**config.mk**
```make
export PLATFORM = sky130hd
export DESIGN_NAME = pcnms_ctrl
export DESIGN_NICKNAME = d
export VERILOG_FILES = /design/src/hdl/pcnms_pkg.sv /design/src/hdl/pcnms_ctrl.sv
export SDC_FILE = /design/constraint.sdc
export NUM_CORES = 1
export LEC_CHECK = 0
export BUFFER_PORTS_ARGS = -buffer_cell sky130_fd_sc_hd__buf_2
export CELL_PAD_IN_SITES_DETAIL_PLACEMENT = 1
export CELL_PAD_IN_SITES_GLOBAL_PLACEMENT = 1
export CORE_UTILIZATION = 49
export DETAILED_ROUTE_END_ITERATION = 12
export GPL_ROUTABILITY_DRIVEN = 0
export PLACE_DENSITY = 0.83
export SYNTH_ARGS = -nofsm -noshare
export SYNTH_HDL_FRONTEND = slang
export SYNTH_SLANG_ARGS = --single-unit
```
**constraint.sdc**
```tcl
create_clock -name clk -period 6.26 [get_ports clk]
set_input_delay 0.939 -clock clk [delete_from_list [all_inputs] [get_ports clk]]
set_output_delay 0.939 -clock clk [all_outputs]
set_load 0.005 [all_outputs]
```
**src/hdl/pcnms_pkg.sv**
```systemverilog
//------------------------------------------------------------------------------
// pcnms_pkg
// Shared types and constants of the per-class box suppression block.
//------------------------------------------------------------------------------
package pcnms_pkg;

  localparam int MAX_DETS    = 64;
  localparam int MAX_CLASSES = 128;
  localparam int IDX_W       = $clog2(MAX_DETS);
  localparam int CNT_W       = $clog2(MAX_DETS + 1);

  localparam logic [0:0] CFG_THRESH  = 1'b0;
  localparam logic [0:0] CFG_CLASSES = 1'b1;

  typedef struct packed {
    logic [6:0]  class_id;
    logic [15:0] score;
    logic [15:0] center_x;
    logic [15:0] center_y;
    logic [15:0] box_width;
    logic [15:0] box_height;
    logic        last_in;
  } in_req_t;

  typedef struct packed {
    logic [6:0]  out_class;
    logic [15:0] out_score;
    logic [15:0] out_center_x;
    logic [15:0] out_center_y;
    logic [15:0] out_width;
    logic [15:0] out_height;
    logic        last_out;
    logic        overflow;
  } out_req_t;

  // controller to datapath commands
  typedef struct packed {
    logic             store_wr;   // write the input request at the fill count
    logic             clr_set;    // empty the store for the next set
    logic             sort_rd;    // read entries i and j for the sort compare
    logic             sort_swap;  // swap order slots j and j-1
    logic             pair_rd;    // read order[i] and order[j] for iou
    logic             pair_eval;  // iou result valid, suppress if needed
    logic             emit_rd;    // read the kept entry
    logic             emit_load;  // load the output register
    logic             emit_last;
    logic [IDX_W-1:0] i;
    logic [IDX_W-1:0] j;
  } cmd_t;

  // datapath to controller status
  typedef struct packed {
    logic [CNT_W-1:0] count;
    logic             swap_need;  // order[j] goes before order[j-1]
    logic             same_class; // order[i] and order[j] share a class
    logic             sup_i;      // order[i] suppressed
    logic             sup_j;
    logic             out_busy;
  } stat_t;

endpackage

```
**src/hdl/pcnms_ctrl.sv**
```systemverilog
//------------------------------------------------------------------------------
// pcnms_ctrl
// Controller: load, insertion sort, greedy pairwise pass, emit.
//------------------------------------------------------------------------------
module pcnms_ctrl (
  input  logic             clk,
  input  logic             rst_n,
  input  logic             in_valid,
  output logic             in_stall,
  input  logic             in_last,
  input  pcnms_pkg::stat_t stat,
  output pcnms_pkg::cmd_t  cmd
);
  import pcnms_pkg::*;

  typedef enum logic [10:0] {
    S_LOAD  = 11'b00000000001,
    S_SRD   = 11'b00000000010,
    S_SCMP  = 11'b00000000100,
    S_ARD   = 11'b00000001000,
    S_ACHK  = 11'b00000010000,
    S_BRD   = 11'b00000100000,
    S_BCHK  = 11'b00001000000,
    S_WAIT  = 11'b00010000000,
    S_ERD   = 11'b00100000000,
    S_EMIT  = 11'b01000000000,
    S_DONE  = 11'b10000000000
  } state_t;

  state_t           st_r, st_nxt;
  logic [CNT_W-1:0] i_r, i_nxt, j_r, j_nxt, n_r, n_nxt, w_r, w_nxt;
  logic [CNT_W-1:0] k_r, k_nxt;   // order slot of the kept box not yet sent
  logic             emitted_r, emitted_nxt;
  logic             acc;

  assign in_stall = (st_r != S_LOAD);
  assign acc      = in_valid && !in_stall;

  always_ff @(posedge clk) begin
    if (!rst_n) begin
      st_r <= S_LOAD;
    end else begin
      st_r <= st_nxt;
    end
    i_r <= i_nxt; j_r <= j_nxt; n_r <= n_nxt; w_r <= w_nxt;
    k_r <= k_nxt; emitted_r <= emitted_nxt;
  end

  always_comb begin
    st_nxt = st_r; i_nxt = i_r; j_nxt = j_r; n_nxt = n_r; w_nxt = w_r;
    k_nxt = k_r; emitted_nxt = emitted_r;
    cmd = '0;
    cmd.i = i_r[IDX_W-1:0];
    cmd.j = j_r[IDX_W-1:0];
    unique case (st_r)
      // accept loads; last one starts the sort after its store write lands
      S_LOAD: begin
        cmd.store_wr = acc;
        if (acc && in_last) begin
          st_nxt = S_SRD; i_nxt = CNT_W'(1); j_nxt = CNT_W'(1);
        end
      end
      // insertion sort: j walks down from i, compare slots j-1 and j
      S_SRD: begin
        n_nxt = stat.count;
        if (i_r >= stat.count) begin
          st_nxt = S_ARD; i_nxt = '0; emitted_nxt = 1'b0;
        end else begin
          cmd.i = IDX_W'(j_r - 1'b1);
          st_nxt = S_SCMP;
        end
      end
      S_SCMP: begin
        if (stat.swap_need) begin
          cmd.sort_swap = 1'b1;
          if (j_r == CNT_W'(1)) begin
            i_nxt = i_r + 1'b1; j_nxt = i_r + 1'b1;
          end else begin
            j_nxt = j_r - 1'b1;
          end
        end else begin
          i_nxt = i_r + 1'b1; j_nxt = i_r + 1'b1;
        end
        st_nxt = S_SRD;
      end
      // pick next unsuppressed anchor i; at the end read the pending box
      S_ARD: begin
        if (i_r >= n_r) begin
          cmd.i = k_r[IDX_W-1:0];
          st_nxt = S_DONE;
        end else begin
          st_nxt = S_ACHK;
        end
      end
      S_ACHK: begin
        if (stat.sup_i) begin
          i_nxt = i_r + 1'b1; st_nxt = S_ARD;
        end else begin
          j_nxt = i_r + 1'b1; st_nxt = S_BRD;
        end
      end
      // compare anchor against later same-class entries
      S_BRD: begin
        if (j_r >= n_r) begin
          st_nxt = S_WAIT; w_nxt = CNT_W'(3);
        end else begin
          st_nxt = S_BCHK;
        end
      end
      S_BCHK: begin
        if (!stat.same_class) begin
          st_nxt = S_WAIT; w_nxt = CNT_W'(3);
        end else begin
          cmd.pair_rd = 1'b1;
          st_nxt = S_WAIT; w_nxt = CNT_W'(3);
          j_nxt = j_r;
        end
      end
      // drain the iou pipe; on a real compare suppress, then move on
      S_WAIT: begin
        w_nxt = w_r - 1'b1;
        if (w_r == CNT_W'(1)) begin
          cmd.pair_eval = (j_r < n_r) && !stat.sup_j && stat.same_class;
          if ((j_r < n_r) && stat.same_class) begin
            j_nxt = j_r + 1'b1; st_nxt = S_BRD;
          end else begin
            st_nxt = S_ERD;
          end
        end
      end
      // anchor kept: send the previous kept box, this one becomes pending
      S_ERD: begin
        if (emitted_r) begin
          cmd.i = k_r[IDX_W-1:0];
          st_nxt = S_EMIT;
        end else begin
          k_nxt = i_r;
          emitted_nxt = 1'b1;
          i_nxt = i_r + 1'b1;
          st_nxt = S_ARD;
        end
      end
      S_EMIT: begin
        cmd.i = k_r[IDX_W-1:0];
        if (!stat.out_busy) begin
          k_nxt = i_r;
          st_nxt = S_ARD;
          i_nxt = i_r + 1'b1;
          cmd.emit_load = 1'b1;
          cmd.emit_last = 1'b0;
        end
      end
      // send the pending box flagged last, then empty the store
      S_DONE: begin
        cmd.i = k_r[IDX_W-1:0];
        if (!emitted_r || !stat.out_busy) begin
          cmd.emit_load = emitted_r;
          cmd.emit_last = emitted_r;
          cmd.clr_set = 1'b1;
          st_nxt = S_LOAD;
        end
      end
      default: st_nxt = S_LOAD;
    endcase
  end
endmodule

```
==> results.cfg, run 1 <==
[sta]
maxSlewViolCount = 0
slew_headroom = 0.3809
skew_ps = 5.896
hold_viol_final = 0
final.period_utilization = 0.6829
rsz0062_at_grt = false
period_needed_ps = 4275
tightest_slew_ps = 928.6
fmax_mhz = 233.9
tns_ps = 0
setup_violations = 0

[final_layout]
mostFrequentLayoutCell = nor2_1
final_cell_mix = nor2_1, edfxtp_1, buf_2
fin_cells = 445
drive_gt1_frac = 0.1549
final_util = 0.5531
syn_to_final_growth_pct = 8.925
n_antenna_cell = 0
nets = 410

[critical_path]
path_class = flip-flop to output port
cp.required_ps = 5320
crit_chain = nor3_1 -> and2_1 -> nand2_1 -> inv_1 -> a211oi_1 -> mux2_2 -> a211o_1 -> a221o_1 -> buf_2
cp-end-kind = output port
startpoint_type = flip-flop
cp_slowest_cell = nor3_1
critPathTopFamily = simple AND/OR/NAND/NOR gates
arrival_ps = 3340
path_max_fanout = 10
critPathMaxStageDelay_ps = 560
crit_buf_inv = 2

[clocking]
cts_tree = done
cts_max_level = 2
clock-sinks = 46
cts_resized = 0
clk_pin_slew_ps = 90
cts_buffers = 5
hold_buffers = 0
ctsLongestPathBuffers = 2
post_cts_buffers = 0
clock-root-buffer = clkbuf_8
insertion_delay_ps = 310

[synth]
synth_top_area_cell = edfxtp_1
ys.flop_type = edfxtp_1
yosys.cell_types.count = 57
synth_seq_cells = 46
async_flop_share = 0
synth_edf_count = 35
syn_avg_cell_area_um2 = 9.483
synth_area_leaders = edfxtp_1, ha_1, dfxtp_1
ys_warn_count = 0
syn-cell-area_um2 = 3224
yosysSeqAreaShare = 0.3943
netlist.area_leader.share = 0.3260
syn_inst = 340

[die]
die_y_um = 83.12
io_pins = 38
dieArea_um2 = 6909
start_util = 0.5078
rows = 29
core_um2 = 6350
fp.dieW_um = 83.12

[global_routing]
grt_pass1_vias = 2809
antenna_found_initial = 0
grt_first_pass_wirelength_um = 14750
grt_max_degree = 15
gr-usage-all-layers = 0.2720
grt-ovfl-total = 0

[power_and_ir_drop]
leakage_nw = 1.454
fin_total_pwr_w = 0.0009925
power_density_nw_per_um2 = 282.6
ir_drop_mv = 0.1535

[routing]
via_per_inst = 6.225
wl_per_cell_um = 20.53
firstDrtPassIters = 4
drc_errors = 0
dr_total_vias = 2770
finalWirelength_um = 9137
ant_nets = 0
drt_iter0_drc = 167

[run]
drv_cap = 0

[placed_design]
dp.final_hpwl_um = 7037
dp_cells = 437
port_buffers = 35

[worst_hold_path]
hp-class = flip-flop to flip-flop

[outcome]
status = finished clean
[per-layer routing]
layer | routed length, um | part of all wire | GRT usage
met5 | 0 | 0 | 0
met1 | 3966 | 0.43 | 0.3464
met3 | 368 | 0.040 | 0.03280
met4 | 229 | 0.025 | 0.1066
met2 | 4572 | 0.50 | 0.4702
[worst paths after layout]
kind,to,slack (ps),from,cells past startpoint
setup / recovery,cmd[9],1990,st_r[10],9
hold / removal,st_r[6],620,st_r[5],2
setup reg to reg,j_r[4],2750,st_r[0],6
hold reg to reg,st_r[6],620,st_r[5],2
[where the power goes]
part | switching [W] | internal, W
logic | 0.000179 | 0.000142
registers | 0.0000687 | 0.000374
clock network | 0.000111 | 0.000118
[final cells by class]
class	instances	area [um2]
Clock buffer	5	68.82
Clock inverter	3	40.04
Fill cell	759	2838
Inverter	25	93.84
Multi-Input combinational cell	253	1759
Sequential cell	46	1271
Tap cell	77	96.34
Timing Repair Buffer	36	182.7
[synthesized netlist by cell type (all sizes together), types with 11 or more instances]
| cell | n |
|---|---|
| a21oi | 13 |
| buf | 11 |
| dfxtp | 11 |
| edfxtp | 35 |
| ha | 27 |
| inv | 25 |
| nand2 | 19 |
| nor2 | 38 |
| nor3 | 12 |
| o21ai | 13 |
[tightest hold or removal path, cell delays in order (launching register included)]
cell and delay [ps]:
dfxtp_1 380, nand3_1 140, nor3_1 60
[cell families after synthesis]
logic type | synth area share
simple gates | 0.2119
compound gates | 0.1715
flops | 0.3943
buf+inv | 0.06131
fa+ha+maj | 0.1048
xor+xnor | 0.05161
other cells | 0.001163
mux | 0.003492
[per-stage QoR]
stage	area, um2	hold WS, ps	setup slack [ps]
6_report	3512	620.6	1985
5_1_grt	3512	655.3	1826
4_1_cts	3512	615.8	1994
3_5_place_dp	3403	600.0	2157
3_3_place_gp	3403	586.5	2286
2_1_floorplan	3228	532.9	2656
[registers in the layout, summed over array words and instances, names as in the netlist]
| signal | count |
|---|---|
| st_r | 11 |
| i_r | 7 |
| k_r | 6 |
| w_r | 7 |
| j_r | 7 |
| emitted_r | 1 |
| n_r | 7 |
Power figures use the tool's default switching activity.
==> inputs of run 2 (changes only) <==
--- a/config.mk
+++ b/config.mk
@@ -8,10 +8,10 @@
 export BUFFER_PORTS_ARGS = -buffer_cell sky130_fd_sc_hd__buf_2
 export CELL_PAD_IN_SITES_DETAIL_PLACEMENT = 1
 export CELL_PAD_IN_SITES_GLOBAL_PLACEMENT = 1
-export CORE_UTILIZATION = 49
+export CORE_UTILIZATION = 45
 export DETAILED_ROUTE_END_ITERATION = 12
 export GPL_ROUTABILITY_DRIVEN = 0
-export PLACE_DENSITY = 0.83
+export PLACE_DENSITY = 0.77
 export SYNTH_ARGS = -nofsm -noshare
 export SYNTH_HDL_FRONTEND = slang
 export SYNTH_SLANG_ARGS = --single-unit
==> constraint.sdc (replaced) <==
create_clock -name clk -period 4.2 [get_ports clk]
set_input_delay 0.63 -clock clk [delete_from_list [all_inputs] [get_ports clk]]
set_output_delay 0.63 -clock clk [all_outputs]
set_load 0.005 [all_outputs]
==> run 2 against run 1 <==
  * Sequential power up 49%
  * Non-clock buffer count up 1
  * Total power up 47%
  * Critical path depth unchanged
  * Hold slack worse by 110 ps
  * Critical endpoint is now cmd[10]
  * Highest routed layer unchanged
==> results.cfg, run 2 (synthesis results as in run 1) <==
[sta]
worst_slack_ps = 357.0
setup_violations = 0
final.period_utilization = 0.9150
skew_ps = 9.007
tns_ps = 0
hold_viol_final = 0
period_needed_ps = 3843
rsz0062_at_grt = false
maxSlewViolCount = 0
fmax_mhz = 260.2
slew_headroom = 0.4103
tightest_slew_ps = 884.5

[die]
dieArea_um2 = 7507
fp.dieW_um = 86.65
io_pins = 38
die_y_um = 86.65
core_um2 = 6869
rows = 30
start_util = 0.4694

[power_and_ir_drop]
seq_power_share = 0.453
ir_drop_mv = 0.1971
power.share.switching = 0.3514
combPwrFrac = 0.318
p_sw_w = 0.0005125
power_density_nw_per_um2 = 411.9
leakage_nw = 1.454
clkPwrFrac = 0.228
fin_total_pwr_w = 0.001459
cell_internal_pwr_w = 0.0009460

[clocking]
cts_max_level = 2
clock-sinks = 46
cts_tree = done
post_cts_buffers = 0
ctsLongestPathBuffers = 2
clk_pin_slew_ps = 90
cts_buffers = 5
insertion_delay_ps = 300
cts_resized = 0
clock-root-buffer = clkbuf_8
hold_buffers = 0

[critical_path]
path_class = flip-flop to output port
path_max_fanout = 10
arrival_ps = 3210
startpoint_type = flip-flop
cp.required_ps = 3570
cp-end-kind = output port

[routing]
via_per_inst = 5.843
drc_errors = 0
wl_per_cell_um = 18.45
finalWirelength_um = 8581
ant_nets = 0
drt_iter0_drc = 115
dr_total_vias = 2717
firstDrtPassIters = 4

[global_routing]
grt-ovfl-total = 0
antenna_found_initial = 0
grt_pass1_vias = 2702
gr-usage-all-layers = 0.2414
grt_max_degree = 14
grt_first_pass_wirelength_um = 13750

[placed_design]
port_buffers = 35
pre_cts_ws_ps = 737.4
dp.final_hpwl_um = 6793

[final_layout]
largest_reg_flops = 11
mostFrequentLayoutCell = nor2_1
nets = 411
syn_to_final_growth_pct = 9.818
drive_gt1_frac = 0.1518
largest-register = st_r
n_antenna_cell = 0
final_cell_mix = nor2_1, edfxtp_1, buf_2

[outcome]
status = finished clean

[worst_hold_path]
hp-class = input pin to flip-flop

[run]
drv_cap = 0
## run 2: cell types whose count changed in the layout (fill, tap and decap cells not counted), sizes merged
cell    before  now
clkbuf       5    7
clkinv       2    0
buf         36   37
## run 2: worst max-delay path: stages, from the launching register on
cell and delay [ps]:
dfxtp_1 360, nor3_1 530, and2_1 320, nand2_1 170, inv_1 330, a211oi_1 90, mux2_2 270, a211o_1 320
a221o_1 390, buf_2 130
## run 2: worst paths after layout
path	from	to	slack [ps]	depth (start not counted)
worst max register to register	st_r[0]	j_r[5]	1010	7
worst min-delay path	stat[10]	n_r[5]	510	1
worst min register to register	w_r[0]	w_r[0]	620	1
worst max-delay path	st_r[8]	cmd[10]	360	9
## run 2: layout make-up
type / instances / area (um2)
clock buffer: 7 / 76.32
clock inverter: 1 / 30.03
fill: 813 / 3328
inverter: 25 / 93.84
multi-input combinational: 253 / 1759
sequential: 46 / 1271
tap: 96 / 120.1
timing repair buffer: 37 / 190.2
## run 2: power groups by stage
stage / registers [W] / clock network, W / logic, W
floorplan: 0.000615 / 0 / 0.000360
global placement: 0.000668 / 0 / 0.000440
detailed placement: 0.000671 / 0 / 0.000457
CTS: 0.000660 / 0.000337 / 0.000464
global route: 0.000672 / 0.000351 / 0.000516
finish: 0.000661 / 0.000333 / 0.000464
## run 2: layer usage
metal | GRT usage | vias to the layer above | part of all wire
met3 | 0.04000 | 15 | 0.038
met1 | 0.3163 | 1341 | 0.47
met2 | 0.4105 | 61 | 0.48
li1 | - | 1300 | -
met4 | 0.06970 | 0 | 0.018
met5 | 0 | - | 0
## run 2: per-stage QoR
step | instance area [um2] | hold slack (ps) | util | cells
2_1_floorplan | 3228 | 532.9 | - | 341
3_3_place_gp | 3435 | 578.6 | 0.5000 | 457
3_5_place_dp | 3435 | 603.8 | 0.5000 | 457
4_1_cts | 3541 | 507.2 | 0.5155 | 465
5_1_grt | 3541 | 503.0 | 0.5155 | 465
6_report | 3541 | 509.7 | 0.5155 | 465
==> inputs of run 3 (changes only) <==
--- a/config.mk
+++ b/config.mk
@@ -11,7 +11,7 @@
 export CORE_UTILIZATION = 45
 export DETAILED_ROUTE_END_ITERATION = 12
 export GPL_ROUTABILITY_DRIVEN = 0
-export PLACE_DENSITY = 0.77
+export PLACE_DENSITY_LB_ADDON = 0.1
 export SYNTH_ARGS = -nofsm -noshare
 export SYNTH_HDL_FRONTEND = slang
 export SYNTH_SLANG_ARGS = --single-unit
==> run 3 against run 2 <==
  * Total power is 0.86% higher
  * Non-clock buffer count is 1 higher
  * Cell count increased by 0.22%
  * Highest routed layer unchanged
  * Wire length rose by 0.98%
  * Utilization grew 0.20 points
  * Critical path depth increased by 1
  * Sequential power fell by 0.9%
  * Setup slack improved by 90 ps
  * Combinational power increased by 1%
  * Clock power grew 4%
  * First-iteration DRC count down 9.6%
==> results.cfg, run 3 (synthesis results as in run 1) <==
[sta]
period_needed_ps = 3753
setup_violations = 0
fmax_mhz = 266.5
tightest_slew_ps = 930.1
tns_ps = 0
hold_viol_final = 0
rsz0062_at_grt = false
slew_headroom = 0.3800
skew_ps = 9.935
maxSlewViolCount = 0
final.period_utilization = 0.8935

[critical_path]
startpoint_type = flip-flop
ff2ff_setup_slack_ps = 890
r2r_start = st_r[0]
cp-end-kind = output port
cp-endpoint = cmd[9]
path_max_fanout = 10
path_class = flip-flop to output port
cp.required_ps = 3570
critPathMaxStageDelay_ps = 500
r2r-end = j_r[2]
crit_chain = nor3_1 -> and2_1 -> nand2_1 -> inv_1 -> buf_4 -> a211oi_1 -> mux2_2 -> a211o_1 -> a221o_1 -> buf_2
arrival_ps = 3120
critPathLaunch = st_r[8]
cp_slowest_cell = nor3_1
worstRegToRegCells = 7

[final_layout]
nets = 412
mostFrequentLayoutCell = nor2_1
syn_to_final_growth_pct = 10.24
final_util = 0.5175
largest-register = st_r
n_antenna_cell = 0
final_cell_mix = nor2_1, edfxtp_1, buf_2
drive_gt1_frac = 0.1595
largest_reg_flops = 11

[die]
rows = 30
fp.dieW_um = 86.65
io_pins = 38
dieArea_um2 = 7507
core_um2 = 6869
start_util = 0.4694
die_y_um = 86.65

[routing]
via_per_inst = 5.704
drc_errors = 0
finalWirelength_um = 8665
ant_nets = 0
dr_total_vias = 2658
wl_per_cell_um = 18.59
firstDrtPassIters = 6
drt_iter0_drc = 104

[global_routing]
top_usage_layer = met2
grt_first_pass_wirelength_um = 13970
grtUsageMet1 = 0.3289
antenna_found_initial = 0
grt_max_degree = 16
grt-ovfl-total = 0
grtUsageMet3 = 0.03143
grt_pass1_vias = 2639
gr-usage-all-layers = 0.2460
grt_use_met2 = 0.4315

[clocking]
cts_tree = done
clk_pin_slew_ps = 100
post_cts_buffers = 0
clock-sinks = 46
ctsLongestPathBuffers = 2
insertion_delay_ps = 310
cts_max_level = 2
cts_resized = 0
clock-root-buffer = clkbuf_8
hold_buffers = 0
cts_buffers = 5

[worst_hold_path]
hold_path_depth = 1
hp-class = input pin to flip-flop

[placed_design]
port_buffers = 35
dp.final_hpwl_um = 6783

[power_and_ir_drop]
ir_drop_mv = 0.2162
leakage_nw = 1.465
power_density_nw_per_um2 = 413.9

[run]
drv_cap = 0

[outcome]
status = finished clean
[run 3: final cells by class]
cell class	count	area, um2
Clock buffer	5	68.82
Inverter	25	93.84
Fill cell	819	3314
Sequential cell	46	1271
Multi-Input combinational cell	253	1759
Timing Repair Buffer	38	197.7
Tap cell	96	120.1
Clock inverter	3	43.79
[run 3: worst max-delay path, delay by kind of cell (launching register included)]
kind,cells,cell delay (ps)
DFF,1,380
AOI/OAI and AO/OA,3,810
muxes,1,270
buffers and inverters,3,400
and+or+nand+nor,3,950
[run 3: worst min-delay path by stage]
stage	slack, ps	to	from
after detailed placement	590	st_r[6]	st_r[5]
after floorplan	530	st_r[6]	st_r[5]
final	510	n_r[4]	stat[9]
after CTS	500	n_r[4]	stat[9]
after global routing	500	n_r[4]	stat[9]
after global placement	590	st_r[6]	st_r[5]
[run 3: through the flow]
stage | instances | power, W | setup slack (ps) | hold slack, ps | area [um2]
after floorplan | 341 | 0.0009744 | 1163 | 532.9 | 3228
after global placement | 458 | 0.001113 | 791.2 | 587.6 | 3442
after detailed placement | 458 | 0.001134 | 711.6 | 592.9 | 3442
after CTS | 466 | 0.001480 | 427.3 | 503.7 | 3555
after global routing | 466 | 0.001555 | 145.3 | 497.3 | 3555
final | 466 | 0.001471 | 447.3 | 505.9 | 3555
[run 3: per-layer routing]
metal | wire length (um) | vias up | share of wire
met2 | 4305 | 38 | 0.50
li1 | - | 1304 | -
met1 | 4077 | 1310 | 0.47
met4 | 62 | 0 | 0.0072
met3 | 220 | 6 | 0.025
met5 | 0 | - | 0
[run 3: power by group]
group,internal [W],leakage (nW),switching [W]
Sequential,0.000557,0.405,0.0000979
Clock,0.000179,0.0585,0.000167
Combinational,0.000212,1.00,0.000259
Total,0.000948,1.47,0.000524
